===== src/hw/rtl/glf_pkg.sv =====
// shared types and constants of the g-code line filter
package glf_pkg;

   localparam int DEFAULT_LINE_CAPACITY = 64;
   localparam int QUEUE_DEPTH = 4;
   localparam int QPTR_W = $clog2(QUEUE_DEPTH);
   localparam int QCNT_W = $clog2(QUEUE_DEPTH + 1);

   localparam logic ACTION_DATA = 1'b0;
   localparam logic ACTION_EOF  = 1'b1;

   localparam logic [7:0] CHAR_NL    = 8'h0A;
   localparam logic [7:0] CHAR_CR    = 8'h0D;
   localparam logic [7:0] CHAR_SEMI  = 8'h3B;
   localparam logic [7:0] CHAR_SPACE = 8'h20;
   localparam logic [7:0] CHAR_NUL   = 8'h00;

   typedef enum logic [1:0] {
      OP_PUSH,
      OP_FLUSH,
      OP_EOF
   } op_kind_type;

   typedef struct packed {
      op_kind_type kind;
      logic [7:0]  char_value;
      logic        flush;
   } queue_entry_type;

   typedef enum logic [1:0] {
      ST_IDLE,
      ST_READ,
      ST_LOAD
   } back_state_type;

endpackage


===== src/hw/rtl/glf_req_if.sv =====
// input byte channel
interface glf_req_if;
   logic       valid;
   logic       ready;
   logic       action;
   logic [7:0] byte_value;

   modport source (output valid, output action, output byte_value, input ready);
   modport sink   (input valid, input action, input byte_value, output ready);
endinterface


===== src/hw/rtl/glf_rsp_if.sv =====
// filtered character channel
interface glf_rsp_if;
   logic       valid;
   logic       ready;
   logic [7:0] char_out;
   logic       last_of_line;
   logic       end_of_file;

   modport source (output valid, output char_out, output last_of_line, output end_of_file,
                   input ready);
   modport sink   (input valid, input char_out, input last_of_line, input end_of_file,
                   output ready);
endinterface


===== src/hw/rtl/glf_front.sv =====
// front end: classifies input bytes and tracks line fill and comment skip
module glf_front
   import glf_pkg::*;
#(
   parameter int LINE_CAPACITY = DEFAULT_LINE_CAPACITY,
   localparam int CNT_W = $clog2(LINE_CAPACITY + 1)
) (
   input  logic            clock,
   input  logic            reset,
   glf_req_if.sink         req_chan,
   input  logic            queue_full,
   output logic            push_valid,
   output queue_entry_type push_entry
);

   logic [CNT_W-1:0] count_ff, count_in;
   logic             skip_ff, skip_in;
   logic             accept;

   assign req_chan.ready = !queue_full;
   assign accept = req_chan.valid && !queue_full;

   always_comb begin
      push_valid = 1'b0;
      push_entry.kind = OP_PUSH;
      push_entry.char_value = req_chan.byte_value;
      push_entry.flush = 1'b0;
      count_in = count_ff;
      skip_in = skip_ff;
      if (accept) begin
         if (req_chan.action == ACTION_EOF) begin
            push_valid = 1'b1;
            push_entry.kind = OP_EOF;
            count_in = '0;
            skip_in = 1'b0;
         end else begin
            priority if (req_chan.byte_value == CHAR_NL) begin
               if (skip_ff) begin
                  skip_in = 1'b0;
               end else if (count_ff != '0) begin
                  push_valid = 1'b1;
                  push_entry.kind = OP_FLUSH;
                  count_in = '0;
               end
            end else if (skip_ff) begin
               skip_in = 1'b1;
            end else if (req_chan.byte_value == CHAR_CR) begin
               skip_in = 1'b0;
            end else if (req_chan.byte_value == CHAR_SPACE && count_ff == '0) begin
               skip_in = 1'b0;
            end else if (req_chan.byte_value == CHAR_SEMI) begin
               skip_in = 1'b1;
               if (count_ff != '0) begin
                  push_valid = 1'b1;
                  push_entry.kind = OP_FLUSH;
                  count_in = '0;
               end
            end else begin
               push_valid = 1'b1;
               if (count_ff + CNT_W'(1) == CNT_W'(LINE_CAPACITY)) begin
                  push_entry.flush = 1'b1;
                  count_in = '0;
                  skip_in = 1'b1;
               end else begin
                  count_in = count_ff + CNT_W'(1);
               end
            end
         end
      end
   end

   always_ff @(posedge clock) begin
      if (reset) begin
         count_ff <= '0;
         skip_ff <= 1'b0;
      end else begin
         count_ff <= count_in;
         skip_ff <= skip_in;
      end
   end

endmodule


===== src/hw/rtl/glf_queue.sv =====
// small fifo of classified operations between front and back
module glf_queue
   import glf_pkg::*;
(
   input  logic            clock,
   input  logic            reset,
   input  logic            push_valid,
   input  queue_entry_type push_entry,
   output logic            full,
   input  logic            pop,
   output logic            pop_valid,
   output queue_entry_type pop_entry
);

   queue_entry_type   entries_ff [QUEUE_DEPTH];
   logic [QPTR_W-1:0] wr_ptr_ff, wr_ptr_in;
   logic [QPTR_W-1:0] rd_ptr_ff, rd_ptr_in;
   logic [QCNT_W-1:0] count_ff, count_in;
   logic              do_push, do_pop;

   assign full = (count_ff == QCNT_W'(QUEUE_DEPTH));
   assign pop_valid = (count_ff != '0);
   assign pop_entry = entries_ff[rd_ptr_ff];
   assign do_push = push_valid && !full;
   assign do_pop = pop && pop_valid;

   always_comb begin
      wr_ptr_in = do_push ? wr_ptr_ff + QPTR_W'(1) : wr_ptr_ff;
      rd_ptr_in = do_pop ? rd_ptr_ff + QPTR_W'(1) : rd_ptr_ff;
      count_in = count_ff;
      if (do_push && !do_pop) begin
         count_in = count_ff + QCNT_W'(1);
      end else if (do_pop && !do_push) begin
         count_in = count_ff - QCNT_W'(1);
      end
   end

   always_ff @(posedge clock) begin
      if (do_push) begin
         entries_ff[wr_ptr_ff] <= push_entry;
      end
   end

   always_ff @(posedge clock) begin
      if (reset) begin
         wr_ptr_ff <= '0;
         rd_ptr_ff <= '0;
         count_ff <= '0;
      end else begin
         wr_ptr_ff <= wr_ptr_in;
         rd_ptr_ff <= rd_ptr_in;
         count_ff <= count_in;
      end
   end

   a_no_push_when_full: assert property (@(posedge clock) disable iff (reset)
      push_valid |-> !full)
      else $error("push into full queue");
   a_count_bound: assert property (@(posedge clock) disable iff (reset)
      count_ff <= QCNT_W'(QUEUE_DEPTH))
      else $error("queue count out of range");
   a_pop_only_valid: assert property (@(posedge clock) disable iff (reset)
      pop |-> pop_valid)
      else $error("pop from empty queue");

endmodule


===== src/hw/rtl/glf_back.sv =====
// back end: line store, trailing space trim and character output
module glf_back
   import glf_pkg::*;
#(
   parameter int LINE_CAPACITY = DEFAULT_LINE_CAPACITY,
   localparam int CNT_W = $clog2(LINE_CAPACITY + 1),
   localparam int ADDR_W = $clog2(LINE_CAPACITY)
) (
   input  logic            clock,
   input  logic            reset,
   input  logic            pop_valid,
   input  queue_entry_type pop_entry,
   output logic            pop,
   glf_rsp_if.source       rsp_chan
);

   logic [7:0]        line_mem [LINE_CAPACITY];
   logic [7:0]        rdata_ff;

   back_state_type    state_ff, state_in;
   logic [CNT_W-1:0]  fill_ff, fill_in;
   logic [CNT_W-1:0]  keep_ff, keep_in;
   logic [CNT_W-1:0]  len_ff, len_in;
   logic [ADDR_W-1:0] rd_idx_ff, rd_idx_in;
   logic              rsp_valid_ff, rsp_valid_in;
   logic [7:0]        rsp_char_ff, rsp_char_in;
   logic              rsp_last_ff, rsp_last_in;
   logic              rsp_eof_ff, rsp_eof_in;

   logic              out_free;
   logic              mem_we;
   logic              load_char;
   logic              load_eof;
   logic              char_is_last;
   logic [CNT_W-1:0]  keep_after_push;

   assign out_free = !rsp_valid_ff || rsp_chan.ready;
   assign char_is_last = (CNT_W'(rd_idx_ff) + CNT_W'(1) == len_ff);
   assign keep_after_push = (pop_entry.char_value != CHAR_SPACE) ?
                            fill_ff + CNT_W'(1) : keep_ff;

   // next state
   always_comb begin
      state_in = state_ff;
      unique case (state_ff)
         ST_IDLE: begin
            if (pop_valid) begin
               if (pop_entry.kind == OP_FLUSH && keep_ff != '0) begin
                  state_in = ST_READ;
               end else if (pop_entry.kind == OP_PUSH && pop_entry.flush &&
                            keep_after_push != '0) begin
                  state_in = ST_READ;
               end
            end
         end
         ST_READ: state_in = ST_LOAD;
         ST_LOAD: begin
            if (out_free) begin
               state_in = char_is_last ? ST_IDLE : ST_READ;
            end
         end
         default: state_in = ST_IDLE;
      endcase
   end

   // outputs of the sequencer
   always_comb begin
      pop = 1'b0;
      mem_we = 1'b0;
      load_char = 1'b0;
      load_eof = 1'b0;
      unique case (state_ff)
         ST_IDLE: begin
            if (pop_valid) begin
               unique case (pop_entry.kind)
                  OP_PUSH: begin
                     pop = 1'b1;
                     mem_we = 1'b1;
                  end
                  OP_FLUSH: pop = 1'b1;
                  OP_EOF: begin
                     pop = out_free;
                     load_eof = out_free;
                  end
                  default: pop = 1'b1;
               endcase
            end
         end
         ST_READ: pop = 1'b0;
         ST_LOAD: load_char = out_free;
         default: pop = 1'b0;
      endcase
   end

   // line bookkeeping and output register
   always_comb begin
      fill_in = fill_ff;
      keep_in = keep_ff;
      len_in = len_ff;
      rd_idx_in = rd_idx_ff;
      if (pop) begin
         unique case (pop_entry.kind)
            OP_PUSH: begin
               if (pop_entry.flush) begin
                  len_in = keep_after_push;
                  fill_in = '0;
                  keep_in = '0;
                  rd_idx_in = '0;
               end else begin
                  fill_in = fill_ff + CNT_W'(1);
                  keep_in = keep_after_push;
               end
            end
            OP_FLUSH: begin
               len_in = keep_ff;
               fill_in = '0;
               keep_in = '0;
               rd_idx_in = '0;
            end
            OP_EOF: begin
               fill_in = '0;
               keep_in = '0;
            end
            default: fill_in = '0;
         endcase
      end
      if (load_char && !char_is_last) begin
         rd_idx_in = rd_idx_ff + ADDR_W'(1);
      end
   end

   always_comb begin
      rsp_valid_in = rsp_valid_ff && !rsp_chan.ready;
      rsp_char_in = rsp_char_ff;
      rsp_last_in = rsp_last_ff;
      rsp_eof_in = rsp_eof_ff;
      if (load_char) begin
         rsp_valid_in = 1'b1;
         rsp_char_in = rdata_ff;
         rsp_last_in = char_is_last;
         rsp_eof_in = 1'b0;
      end else if (load_eof) begin
         rsp_valid_in = 1'b1;
         rsp_char_in = CHAR_NUL;
         rsp_last_in = 1'b1;
         rsp_eof_in = 1'b1;
      end
   end

   always_ff @(posedge clock) begin
      if (mem_we) begin
         line_mem[fill_ff[ADDR_W-1:0]] <= pop_entry.char_value;
      end
      rdata_ff <= line_mem[rd_idx_ff];
   end

   always_ff @(posedge clock) begin
      len_ff <= len_in;
      rd_idx_ff <= rd_idx_in;
      rsp_char_ff <= rsp_char_in;
      rsp_last_ff <= rsp_last_in;
      rsp_eof_ff <= rsp_eof_in;
   end

   always_ff @(posedge clock) begin
      if (reset) begin
         state_ff <= ST_IDLE;
         fill_ff <= '0;
         keep_ff <= '0;
         rsp_valid_ff <= 1'b0;
      end else begin
         state_ff <= state_in;
         fill_ff <= fill_in;
         keep_ff <= keep_in;
         rsp_valid_ff <= rsp_valid_in;
      end
   end

   assign rsp_chan.valid = rsp_valid_ff;
   assign rsp_chan.char_out = rsp_char_ff;
   assign rsp_chan.last_of_line = rsp_last_ff;
   assign rsp_chan.end_of_file = rsp_eof_ff;

   a_eof_marker_form: assert property (@(posedge clock) disable iff (reset)
      rsp_valid_ff && rsp_eof_ff |-> rsp_last_ff && rsp_char_ff == CHAR_NUL)
      else $error("malformed end marker");
   a_emit_len_nonzero: assert property (@(posedge clock) disable iff (reset)
      state_ff != ST_IDLE |-> len_ff != '0)
      else $error("emitting an empty line");
   a_keep_within_fill: assert property (@(posedge clock) disable iff (reset)
      keep_ff <= fill_ff && fill_ff < CNT_W'(LINE_CAPACITY))
      else $error("line bookkeeping out of range");
   a_no_pop_while_emitting: assert property (@(posedge clock) disable iff (reset)
      state_ff != ST_IDLE |-> !pop)
      else $error("queue popped during line output");

endmodule


===== src/hw/rtl/gcode_line_filter.sv =====
// top level of the g-code line filter
//
// req_chan carries one item per handshake: a data byte (action 0) or an
// end-of-file mark (action 1). rsp_chan returns the filtered command lines
// one character per item, last_of_line set on the final character, and one
// end marker (char 0, last and end_of_file set) for each end-of-file item.
// A front end classifies bytes and keeps the line fill count and the
// comment skip flag; a four-entry queue feeds the back end, which owns the
// line store, trims trailing spaces and streams the line out.
// Input: one byte per cycle while the queue has room; dropped bytes take
// no queue entry, but every byte waits while the queue is full.
// Output: each character passes the registered read of the line store and
// then the load of the output register, and the back end pops no queue
// entry while a line streams out, so the queue buffers the next bytes.
// Reset clears the fill count, skip flag, queue and output valid; the line
// store needs no clearing. When the receiver stalls, the output register
// holds, the back end waits, and the input stalls once the queue is full.
module gcode_line_filter
   import glf_pkg::*;
#(
   parameter int LINE_CAPACITY = DEFAULT_LINE_CAPACITY
) (
   input logic       clock,
   input logic       reset,
   glf_req_if.sink   req_chan,
   glf_rsp_if.source rsp_chan
);

   logic            push_valid;
   queue_entry_type push_entry;
   logic            queue_full;
   logic            pop;
   logic            pop_valid;
   queue_entry_type pop_entry;

   glf_front #(
      .LINE_CAPACITY(LINE_CAPACITY)
   ) u_front (
      .clock      (clock),
      .reset      (reset),
      .req_chan   (req_chan),
      .queue_full (queue_full),
      .push_valid (push_valid),
      .push_entry (push_entry)
   );

   glf_queue u_queue (
      .clock      (clock),
      .reset      (reset),
      .push_valid (push_valid),
      .push_entry (push_entry),
      .full       (queue_full),
      .pop        (pop),
      .pop_valid  (pop_valid),
      .pop_entry  (pop_entry)
   );

   glf_back #(
      .LINE_CAPACITY(LINE_CAPACITY)
   ) u_back (
      .clock     (clock),
      .reset     (reset),
      .pop_valid (pop_valid),
      .pop_entry (pop_entry),
      .pop       (pop),
      .rsp_chan  (rsp_chan)
   );

endmodule


===== src/flat_wrapper.sv =====
// flat-port wrapper written by rule: the top's interface ports become plain ports
module gcode_line_filter_flat import glf_pkg::*;
#(
   parameter int LINE_CAPACITY = DEFAULT_LINE_CAPACITY
)
  (clock, reset, req_chan_valid, req_chan_action, req_chan_byte_value, req_chan_ready, rsp_chan_valid, rsp_chan_char_out, rsp_chan_last_of_line, rsp_chan_end_of_file, rsp_chan_ready);
  glf_req_if req_chan_i ();
  glf_rsp_if rsp_chan_i ();
  input logic clock;
  input logic reset;
  input wire logic [$bits(req_chan_i.valid)-1:0] req_chan_valid;
  input wire logic [$bits(req_chan_i.action)-1:0] req_chan_action;
  input wire logic [$bits(req_chan_i.byte_value)-1:0] req_chan_byte_value;
  output wire logic [$bits(req_chan_i.ready)-1:0] req_chan_ready;
  output wire logic [$bits(rsp_chan_i.valid)-1:0] rsp_chan_valid;
  output wire logic [$bits(rsp_chan_i.char_out)-1:0] rsp_chan_char_out;
  output wire logic [$bits(rsp_chan_i.last_of_line)-1:0] rsp_chan_last_of_line;
  output wire logic [$bits(rsp_chan_i.end_of_file)-1:0] rsp_chan_end_of_file;
  input wire logic [$bits(rsp_chan_i.ready)-1:0] rsp_chan_ready;
  assign req_chan_i.valid = req_chan_valid;
  assign req_chan_i.action = req_chan_action;
  assign req_chan_i.byte_value = req_chan_byte_value;
  assign req_chan_ready = req_chan_i.ready;
  assign rsp_chan_valid = rsp_chan_i.valid;
  assign rsp_chan_char_out = rsp_chan_i.char_out;
  assign rsp_chan_last_of_line = rsp_chan_i.last_of_line;
  assign rsp_chan_end_of_file = rsp_chan_i.end_of_file;
  assign rsp_chan_i.ready = rsp_chan_ready;
  gcode_line_filter #(.LINE_CAPACITY(LINE_CAPACITY)) u_core (.clock(clock), .reset(reset), .req_chan(req_chan_i), .rsp_chan(rsp_chan_i));
endmodule

===== config.mk =====
export PLATFORM = sky130hd
export DESIGN_NAME = gcode_line_filter_flat
export DESIGN_NICKNAME = d
export VERILOG_FILES = /design/src/hw/rtl/glf_pkg.sv /design/src/hw/rtl/glf_req_if.sv /design/src/hw/rtl/glf_rsp_if.sv /design/src/hw/rtl/glf_front.sv /design/src/hw/rtl/glf_queue.sv /design/src/hw/rtl/glf_back.sv /design/src/hw/rtl/gcode_line_filter.sv /design/src/flat_wrapper.sv
export SDC_FILE = /design/constraint.sdc
export NUM_CORES = 1
export LEC_CHECK = 0
export BUFFER_PORTS_ARGS = -buffer_cell sky130_fd_sc_hd__buf_4
export CAP_MARGIN = 0
export CORE_MARGIN = 4
export CORE_UTILIZATION = 63
export CTS_BUF_LIST = sky130_fd_sc_hd__clkbuf_16
export DETAILED_ROUTE_END_ITERATION = 12
export PLACE_DENSITY_LB_ADDON = 0.05
export SLEW_MARGIN = 20
export SYNTH_ARGS = -nofsm -noshare
export SYNTH_HDL_FRONTEND = slang
export SYNTH_SLANG_ARGS = --single-unit

===== constraint.sdc =====
create_clock -name clock -period 4.5 [get_ports clock]
set_input_delay 0.45 -clock clock [delete_from_list [all_inputs] [get_ports clock]]
set_output_delay 0.45 -clock clock [all_outputs]
set_load 0.01 [all_outputs]

# --- After elaboration in Yosys (flattened, before gate mapping) ---
# Memories as Yosys holds them, arrays and structs flattened. A register that Yosys moved wholly into a read port is not among the register bits.
# Cells that the tools add are included.
# Widths: inputs -> output; s select.
totals:
  inputBits: 13
  register_bits: 55
  n_memories: 2
  out_inout_bits: 12
  mem_bits_rw: 556
mem_list:
  columns: ["name", "depth", "width", "read_ports", "rd_ports_with_merged_regs", "write_ports", "line_no", "source"]
  rows:
  - ["u_core.u_back.line_mem", 64, 8, 1, 1, 1, "glf_back.sv:17", "logic [7:0] line_mem [LINE_CAPACITY];"]
  - ["u_core.u_queue.entries_ff", 4, 11, 1, 1, 1, "glf_queue.sv:15", "queue_entry_type entries_ff [QUEUE_DEPTH];"]
op_classes:
  add_sub_neg: 8
  reduce_logical: 37
  muxes: 82
  n_eq_ne: 20
ops:
  columns: ["operator", "count"]
  rows:
  - ["$mux 7", 14]
  - ["$mux 1", 44]
  - ["$pmux 7 s2", 2]
  - ["$mux 2", 13]
  - ["$reduce_bool 7->1", 3]
  - ["$mux 6", 3]
  - ["$eq 8x4->1 const B", 2]
  - ["$eq 8x6->1 const B", 2]
  - ["$mux 8", 2]
  - ["$add 7x1->7 const B", 2]
  - ["$pmux 6 s2", 1]
  - ["$logic_and 1x1->1", 11]
  - ["$reduce_bool 2->1", 5]
  - ["$ne 3x3->1 const B", 3]
  - ["$reduce_and 3->1", 3]
  - ["$ne 8x6->1 const B", 1]
  - ["$add 6x1->7 const B", 1]
  - ["$eq 7x7->1", 1]
  - ["$eq 7x7->1 const B", 1]
  - ["$logic_not 7->1", 1]
  - ["$add 6x1->6 const B", 1]
  - ["$logic_not 1->1", 6]
  - ["$mux 3", 2]
  - ["$ne 2x2->1 const B", 3]
  - ["15 further kinds", 20]

# --- Longest topological paths before layout ---
# Gate-level depths: netlist of the first run.
depth:
  ltp_word: 14
  ltp_mapped: 14
  mapped_depth_nobuf: 12

# --- By module ---
# From an unflattened synthesis of the first run, not the netlist that was laid out.
unflattened:
  cells_unflattened: 1312
  area_unflattened_um2: 24725.0
by_module_without_submodules:
  columns: ["module", "n_inst", "seq_area_each_um2", "cells_per_inst", "area_per_inst_um2"]
  rows:
  - ["glf_back", 1, 16555.9, 1113, 21913.5]
  - ["glf_queue", 1, 1501.4, 105, 2057.0]
  - ["glf_front", 1, 160.2, 94, 754.5]

# --- Least setup slack after synthesis of the first run ---
# OpenSTA, ideal clock, no wires.
synth_timing:
  kind: "reg2reg"
  from: "reg with a tool-made name"
  to: "reg u_core.u_queue.count_ff[2]"
  path_stages_with_launch: 15
  path_slack_ps: 1057
  setup_time_ps: 71
  t_required_ps: 4429
  arrival_ps: 3372
  path_buffers: 2
  cell_sequence: "dfxtp_1 -> buf_6 -> mux4_1 -> inv_1 -> ha_1 -> nand3b_1 -> and3b_2 -> inv_1 -> clkbuf_1 -> ha_1 -> inv_1 -> fa_1 -> xor2_1 -> or3_1 -> a21oi_1"
synth_lines:
  columns: ["item", "line_no", "source"]
  rows:
  - ["to (signal assigned)", "glf_queue.sv:52", "count_ff <= count_in;"]
  - ["to (decl)", "glf_queue.sv:18", "logic [QCNT_W-1:0] count_ff, count_in;"]

==> metrics.md, run 1 <==
| Metric | Value |
|---|---|
| Status | `finished clean` |
| Reg clk slew, reported paths | `around 60 ps` |
| First-pass GRT wire length | `79,000 um` |
| Pre-Repair DR Iteration Count | `7` |
| Main synth FF type | `edfxtp_1` |
| GPL Wtd Cong | `0.831` |
| Pin count of the biggest net entering global routing | `131` |
| Worst Path Arrival | `roughly 4200 ps` |
| Root Buffer | `clkbuf_16` |
| Resize count post-CTS | `0` |
| Mapped Area | `0.0247 mm2` |
| Area Overhead vs Synth | `10.7%` |
| CP Capture Type | `flip-flop` |
| Cells along the critical path | `buf_4 -> mux4_1 -> inv_1 -> ha_1 -> nand3b_1 -> and3b_2 -> inv_1 -> ha_1 -> inv_1 -> fa_1 -> xor2_1 -> or3_1 -> a21oi_1` |
| Layout cells sized above 1 | `0.234` |
| Die width | `206 um` |
| Avg Vias per Cell | `6.45` |
| VDD IR-drop max | `around 0.55 mV` |
| Detailed Route Iter0 Violations | `1,151` |
| Kind of critical path | `flip-flop to flip-flop` |
| Fin crit period | `roughly 3700 ps` |
| CTS sink count | `621` |
| #FFs+latches synth | `621` |
| Syn Nets | `1,304` |
| WL final | `51,800 um` |
| Worst Hold Path EP | `u_core.u_queue.entries_ff[1][1]` |
| GRT Total Usage | `0.254` |
| CTS tree | `yes` |
| GR Overflow Total | `0` |
| HPWL Detailed | `30,900 um` |
| CP Launch Type | `flip-flop` |
| H-tree depth | `2` |
| CP max stage delay | `630 ps` |
| Post-synth EDFFs | `578` |
| Die Ht | `206 um` |
| Hold Path Class | `input port to flip-flop` |
| Asr flop ratio synth | `0` |
| Tot Pwr | `15.9 mW` |
| Area of the core | `0.0387 mm2` |
| Row count | `approximately 70` |
| Hold Path Cell Cnt | `1` |
| Via count | `12,200` |
| Avg Synthesized Cell Area | `19.4 um2` |
| Top Ports | `25` |
| Hold Fails Final Rpt | `0` |
| Final setup fails | `0` |
| Crit Path Max Fanout | `13` |
| DIE AREA | `0.0425 mm2` |
| Sequential area share after synthesis | `0.737` |
| Measured slew at the worst slew-check pin | `999 ps` |
| Most frequent cells in the layout | `578 x edfxtp_1, 159 x mux4_2, 116 x nor2_1` |
| Top cell by count, worst path | `inv_1` |
| Buffers added on ports | `24` |
| Gate Count Post-Synth | `1,277` |
| Period utilization | `0.813` |
| DP Worst Slack | `841 ps` |
| Unrepaired setup endpoints after global routing | `no` |
| Hold_sp | `req_chan_byte_value[0]` |
| Worst-Skew Late Latency | `610 ps` |
| Slew HR | `0.330` |
| CTS Hold Bufs | `0` |
| Number of CTS-inserted buffers | `slightly below 60` |
| Final WS setup | `843 ps` |
| Distinct cells, synth | `64` |
| DRT antenna net count | `0` |
| Req. time, crit path | `between 5000 and 6000 ps` |
| Vias in the first global route | `12,100` |
| Power per cell area | `581 mW/mm2` |
| Fin nets | `1,358` |
| DR WL/cell | `about 27 um` |
| Fillers | `2,391` |
| Drc violations | `0` |
| Setup TNS | `0 ps` |
| CTS max path bufs | `3` |
| Clk_skew | `15.5 ps` |
| Max cap viols | `0` |
| Worst R2R Setup Slack | `around 840 ps` |
| ANT cells | `0` |
| Synthesis warning total | `0` |
| Initial antenna violation count | `0` |
| Slowest cell on crit path | `mux4_1` |
| Pins Over Slew Limit | `0` |
| RR Endpoint | `u_core.u_queue.count_ff[2]` |
| F_max | `273 MHz` |
| Most common cell after layout, fill and taps aside | `edfxtp_1` |
| Starting Density | `0.639` |
| Reg2Reg Depth | `13` |
| Static leakage | `between 8 and 9 nW` |
| Post-CTS Setup Bufs | `0` |
## power by group
part	internal, mW	switching, mW
Clock	2.65	2.03
Sequential	7.23	0.148
Combinational	1.48	2.39
Total	11.4	4.57
## area by class of cell
type | instances | area, um2 | share of cell area
sequential | 621 | 18200 | 0.665
multi-input combinational | 571 | 6110 | 0.223
clock buffer | 64 | 1600 | 0.0585
tap | 518 | 648 | 0.0237
timing repair buffer | 59 | 493 | 0.0180
clock inverter | 45 | 249 | 0.00909
inverter | 19 | 71.3 | 0.00260
## metal layers
| layer | part of all wire | up-vias | GRT usage | wire [um] |
|---|---|---|---|---|
| met5 | 0 | - | 0 | 0 |
| met4 | 0.020 | 0 | 0.0646 | 1060 |
| met3 | 0.078 | 70 | 0.0447 | 4060 |
| met2 | 0.48 | 531 | 0.392 | 25000 |
| met1 | 0.42 | 6355 | 0.389 | 21600 |
| li1 | - | 5283 | - | - |
## cells by family (layout without fill, tap and decap cells)
family	Yosys count	after routing	share of synthesized area
flops	621	621	0.737
xor+xnor	22	22	0.00835
compound gates	94	94	0.0249
simple gates	269	269	0.0524
buf+inv	85	187	0.0159
fa+ha+maj	14	14	0.00739
mux	172	172	0.154
## per-stage QoR
step,instance area (um2),hold WS (ps),utilization,instances
after global placement,25500,473,0.659,1788
after global routing,27400,52.2,0.707,1897
final,27400,69.7,0.707,1897
after floorplan,24700,462,-,1277
after CTS,27400,33.2,0.707,1897
after detailed placement,25500,481,0.659,1788
## synthesized netlist by cell type (12+ instances only)
| master | n | share of area |
|---|---|---|
| nor3_1 | 12 | 0.0024 |
| edfxtp_1 | 578 | 0.70 |
| mux4_2 | 155 | 0.14 |
| inv_1 | 19 | 0.0029 |
| buf_2 | 15 | 0.0030 |
| nand2_1 | 42 | 0.0064 |
| dfxtp_1 | 43 | 0.035 |
| a21oi_1 | 36 | 0.0073 |
| xor2_1 | 12 | 0.0042 |
| o21ai_0 | 12 | 0.0024 |
| nor2_1 | 116 | 0.018 |
| ha_1 | 13 | 0.0066 |
| a22oi_1 | 13 | 0.0039 |
| and2_1 | 12 | 0.0030 |
| nand3_1 | 27 | 0.0055 |
| buf_1 | 13 | 0.0020 |
| clkbuf_1 | 29 | 0.0044 |
## worst max-delay path: cells and delay by family (launching register included)
kind                     cells  cell delay, ps
buffers and inverters        4             770
flip-flops                   1             310
adder cells (fa/ha/maj)      3             930
XOR/XNOR                     1             170
multiplexers                 1             630
AND/OR/NAND/NOR              3             620
AO/OA/AOI/OAI                1             130
## how the worst max path moves through the flow
stage / startpoint / endpoint / slack [ps]
after floorplan: flip-flop / u_core.u_queue.count_ff[2] / 1060
after global placement: flip-flop / u_core.u_queue.count_ff[2] / 920
after detailed placement: flip-flop / u_core.u_queue.count_ff[2] / 840
after CTS: flip-flop / u_core.u_queue.count_ff[2] / 830
after global routing: flip-flop / u_core.u_queue.count_ff[2] / 620
final: flip-flop / u_core.u_queue.count_ff[2] / 840
## sequential cells by signal (all words and copies together), names as in the netlist, 3 cells and up, named ones only
signal                           count
u_core.u_back.rdata_ff               8
u_core.u_back.rsp_chan.char_out      8
u_core.u_back.fill_ff                7
u_core.u_queue.count_ff              3
u_core.u_front.count_ff              7
u_core.u_back.line_mem             512
u_core.u_queue.entries_ff           44
u_core.u_back.rd_idx_ff              6
u_core.u_back.keep_ff                7
u_core.u_back.len_ff                 7
Power figures use the tool's default switching activity.
==> run 2: changes to the inputs <==
Settings changed: CORE_UTILIZATION 63 to 57.
Clock period 4.5 ns to 3.3 ns, I/O delays scaled along.
==> metrics.md, run 2 (synthesis results as in run 1) <==
| Metric | Value |
|---|---|
| Vias in the first global route | `12,500` |
| Starting Density | `0.575` |
| Reg clk slew, reported paths | `60 ps` |
| Drc violations | `0` |
| Cells after DPL | `~1,900` |
| Most common cell after layout, fill and taps aside | `edfxtp_1` |
| Clk_skew | `roughly 17 ps` |
| Detailed Route Iter0 Violations | `1,183` |
| Layout Cells excl Fill | `around 2,000` |
| GPL Wtd Cong | `between 0.7 and 0.8` |
| GRT Total Usage | `0.233` |
| Worst R2R Setup Slack | `250 ps` |
| Via count | `12,400` |
| Kind of critical path | `flip-flop to flip-flop` |
| Top cell by count, worst path | `buf_4` |
| Initial antenna violation count | `0` |
| CP Capture Type | `flip-flop` |
| Status | `finished clean` |
| Hold Path Class | `input port to flip-flop` |
| Static leakage | `9.24 nW` |
| Area of the multi-input gates | `0.00611 mm2` |
| Period utilization | `0.924` |
| Root Buffer | `clkbuf_16` |
| DRT antenna net count | `0` |
| CTS tree | `yes` |
| Pre-Repair DR Iteration Count | `5` |
| Buffers added on ports | `24` |
| H-tree depth | `2` |
| Storage element area | `0.0182 mm2` |
| CP max stage delay | `630 ps` |
| Placed Area | `0.0262 mm2` |
| GR Overflow Total | `0` |
| Post-CTS Setup Bufs | `0` |
| Hold Fails Final Rpt | `0` |
| DR WL/cell | `26.0 um` |
| Max cap viols | `0` |
| CTS sink count | `621` |
| Slew HR | `0.307` |
| Pins Over Slew Limit | `0` |
| Layout cells sized above 1 | `0.279` |
| ANT cells | `0` |
| Fin nets | `around 1,400` |
| Crit Path Max Fanout | `10` |
| HPWL Detailed | `31,700 um` |
| Finished Core Util | `0.658` |
| Fillers | `2,976` |
| Measured slew at the worst slew-check pin | `1030 ps` |
| Power per cell area | `795 mW/mm2` |
| Slowest cell on crit path | `mux4_1` |
| Fin crit period | `3050 ps` |
| Final setup fails | `0` |
| CP Buf/Inv Count | `4` |
| WL final | `53,100 um` |
| Cells along the critical path | `buf_4 -> mux4_1 -> inv_1 -> ha_1 -> nand2_1 -> nor2_1 -> nand2_1 -> buf_4 -> nor2_1 -> buf_4` |
| Pin count of the biggest net entering global routing | `65` |
| Tot Pwr | `roughly 23 mW` |
| DIE AREA | `between 0.04 and 0.05 mm2` |
| Die Ht | `about 220 um` |
| VDD IR-drop max | `0.647 mV` |
| CP Launch Type | `flip-flop` |
| First-pass GRT wire length | `80,700 um` |
| Worst-Skew Late Latency | `a little over 600 ps` |
| Area Overhead vs Synth | `14.4%` |
| Number of CTS-inserted buffers | `60` |
| Top Ports | `25` |
| Avg Vias per Cell | `6.06` |
| CTS max path bufs | `3` |
| Req. time, crit path | `roughly 3600 ps` |
| Family with the most delay on the worst path | `simple AND/OR/NAND/NOR gates` |
| Worst Path Arrival | `about 3400 ps` |
| Final non-filler cell area | `0.0283 mm2` |
| F_max | `between 300 and 400 MHz` |
| Most frequent cells in the layout | `578 x edfxtp_1, 161 x mux4_2, 119 x buf_4` |
| Number of flip-flops in the largest register | `512` |
| Area of the core | `0.0430 mm2` |
| Row count | `76` |
| Die width | `216 um` |
-- run 2: repair_timing --
action                                  4_1_cts  5_1_grt
endpoints found under the hold margin        32        0
endpoints found under the setup margin        0       64
resized for setup                             0        1
hold buffers                                  8        0
-- run 2: path summary, 6_finish.rpt --
check             depth (start not counted)                             to                startpoint
setup / recovery                         10  u_core.u_back.line_mem[10][7]                 flip-flop
hold / removal                            4     u_core.u_front.count_ff[0]           req_chan_action
setup reg to reg                         10  u_core.u_back.line_mem[10][7]                 flip-flop
hold reg to reg                           2       u_core.u_back.keep_ff[2]  u_core.u_back.keep_ff[2]
-- run 2: per-layer routing --
metal | part of all wire | vias to the layer above | global-route usage
met2 | 0.48 | 412 | 0.369
li1 | - | 5442 | -
met5 | 0 | - | 0
met4 | 0.022 | 0 | 0.0559
met3 | 0.070 | 76 | 0.0451
met1 | 0.43 | 6464 | 0.345
-- run 2: worst min-delay path: stages --
cell and delay, ps:
buf_4 90, inv_1 100, nand2_1 90, a211oi_1 60
-- run 2: through the flow --
| step | setup WS [ps] | hold slack, ps | TNS (ps) |
|---|---|---|---|
| 4_1_cts | 30.4 | 75.7 | 0 |
| 3_3_place_gp | 164 | 475 | 0 |
| 2_1_floorplan | 48.5 | 429 | 0 |
| 3_5_place_dp | 56.7 | 486 | 0 |
| 5_1_grt | -0.133 | 93.9 | -0.133 |
| 6_report | 252 | 113 | 0 |
-- run 2: power by group --
part           internal (mW)  switching [mW]
sequential              9.85           0.184
clock                   4.13            2.87
combinational           2.12            3.34
-- run 2: cell type report --
class,count,share of cell area
Clock buffer,61,0.0540
Clock inverter,53,0.0177
Inverter,19,0.00252
Multi-Input combinational cell,571,0.216
Sequential cell,621,0.644
Tap cell,585,0.0259
Timing Repair Buffer,135,0.0401
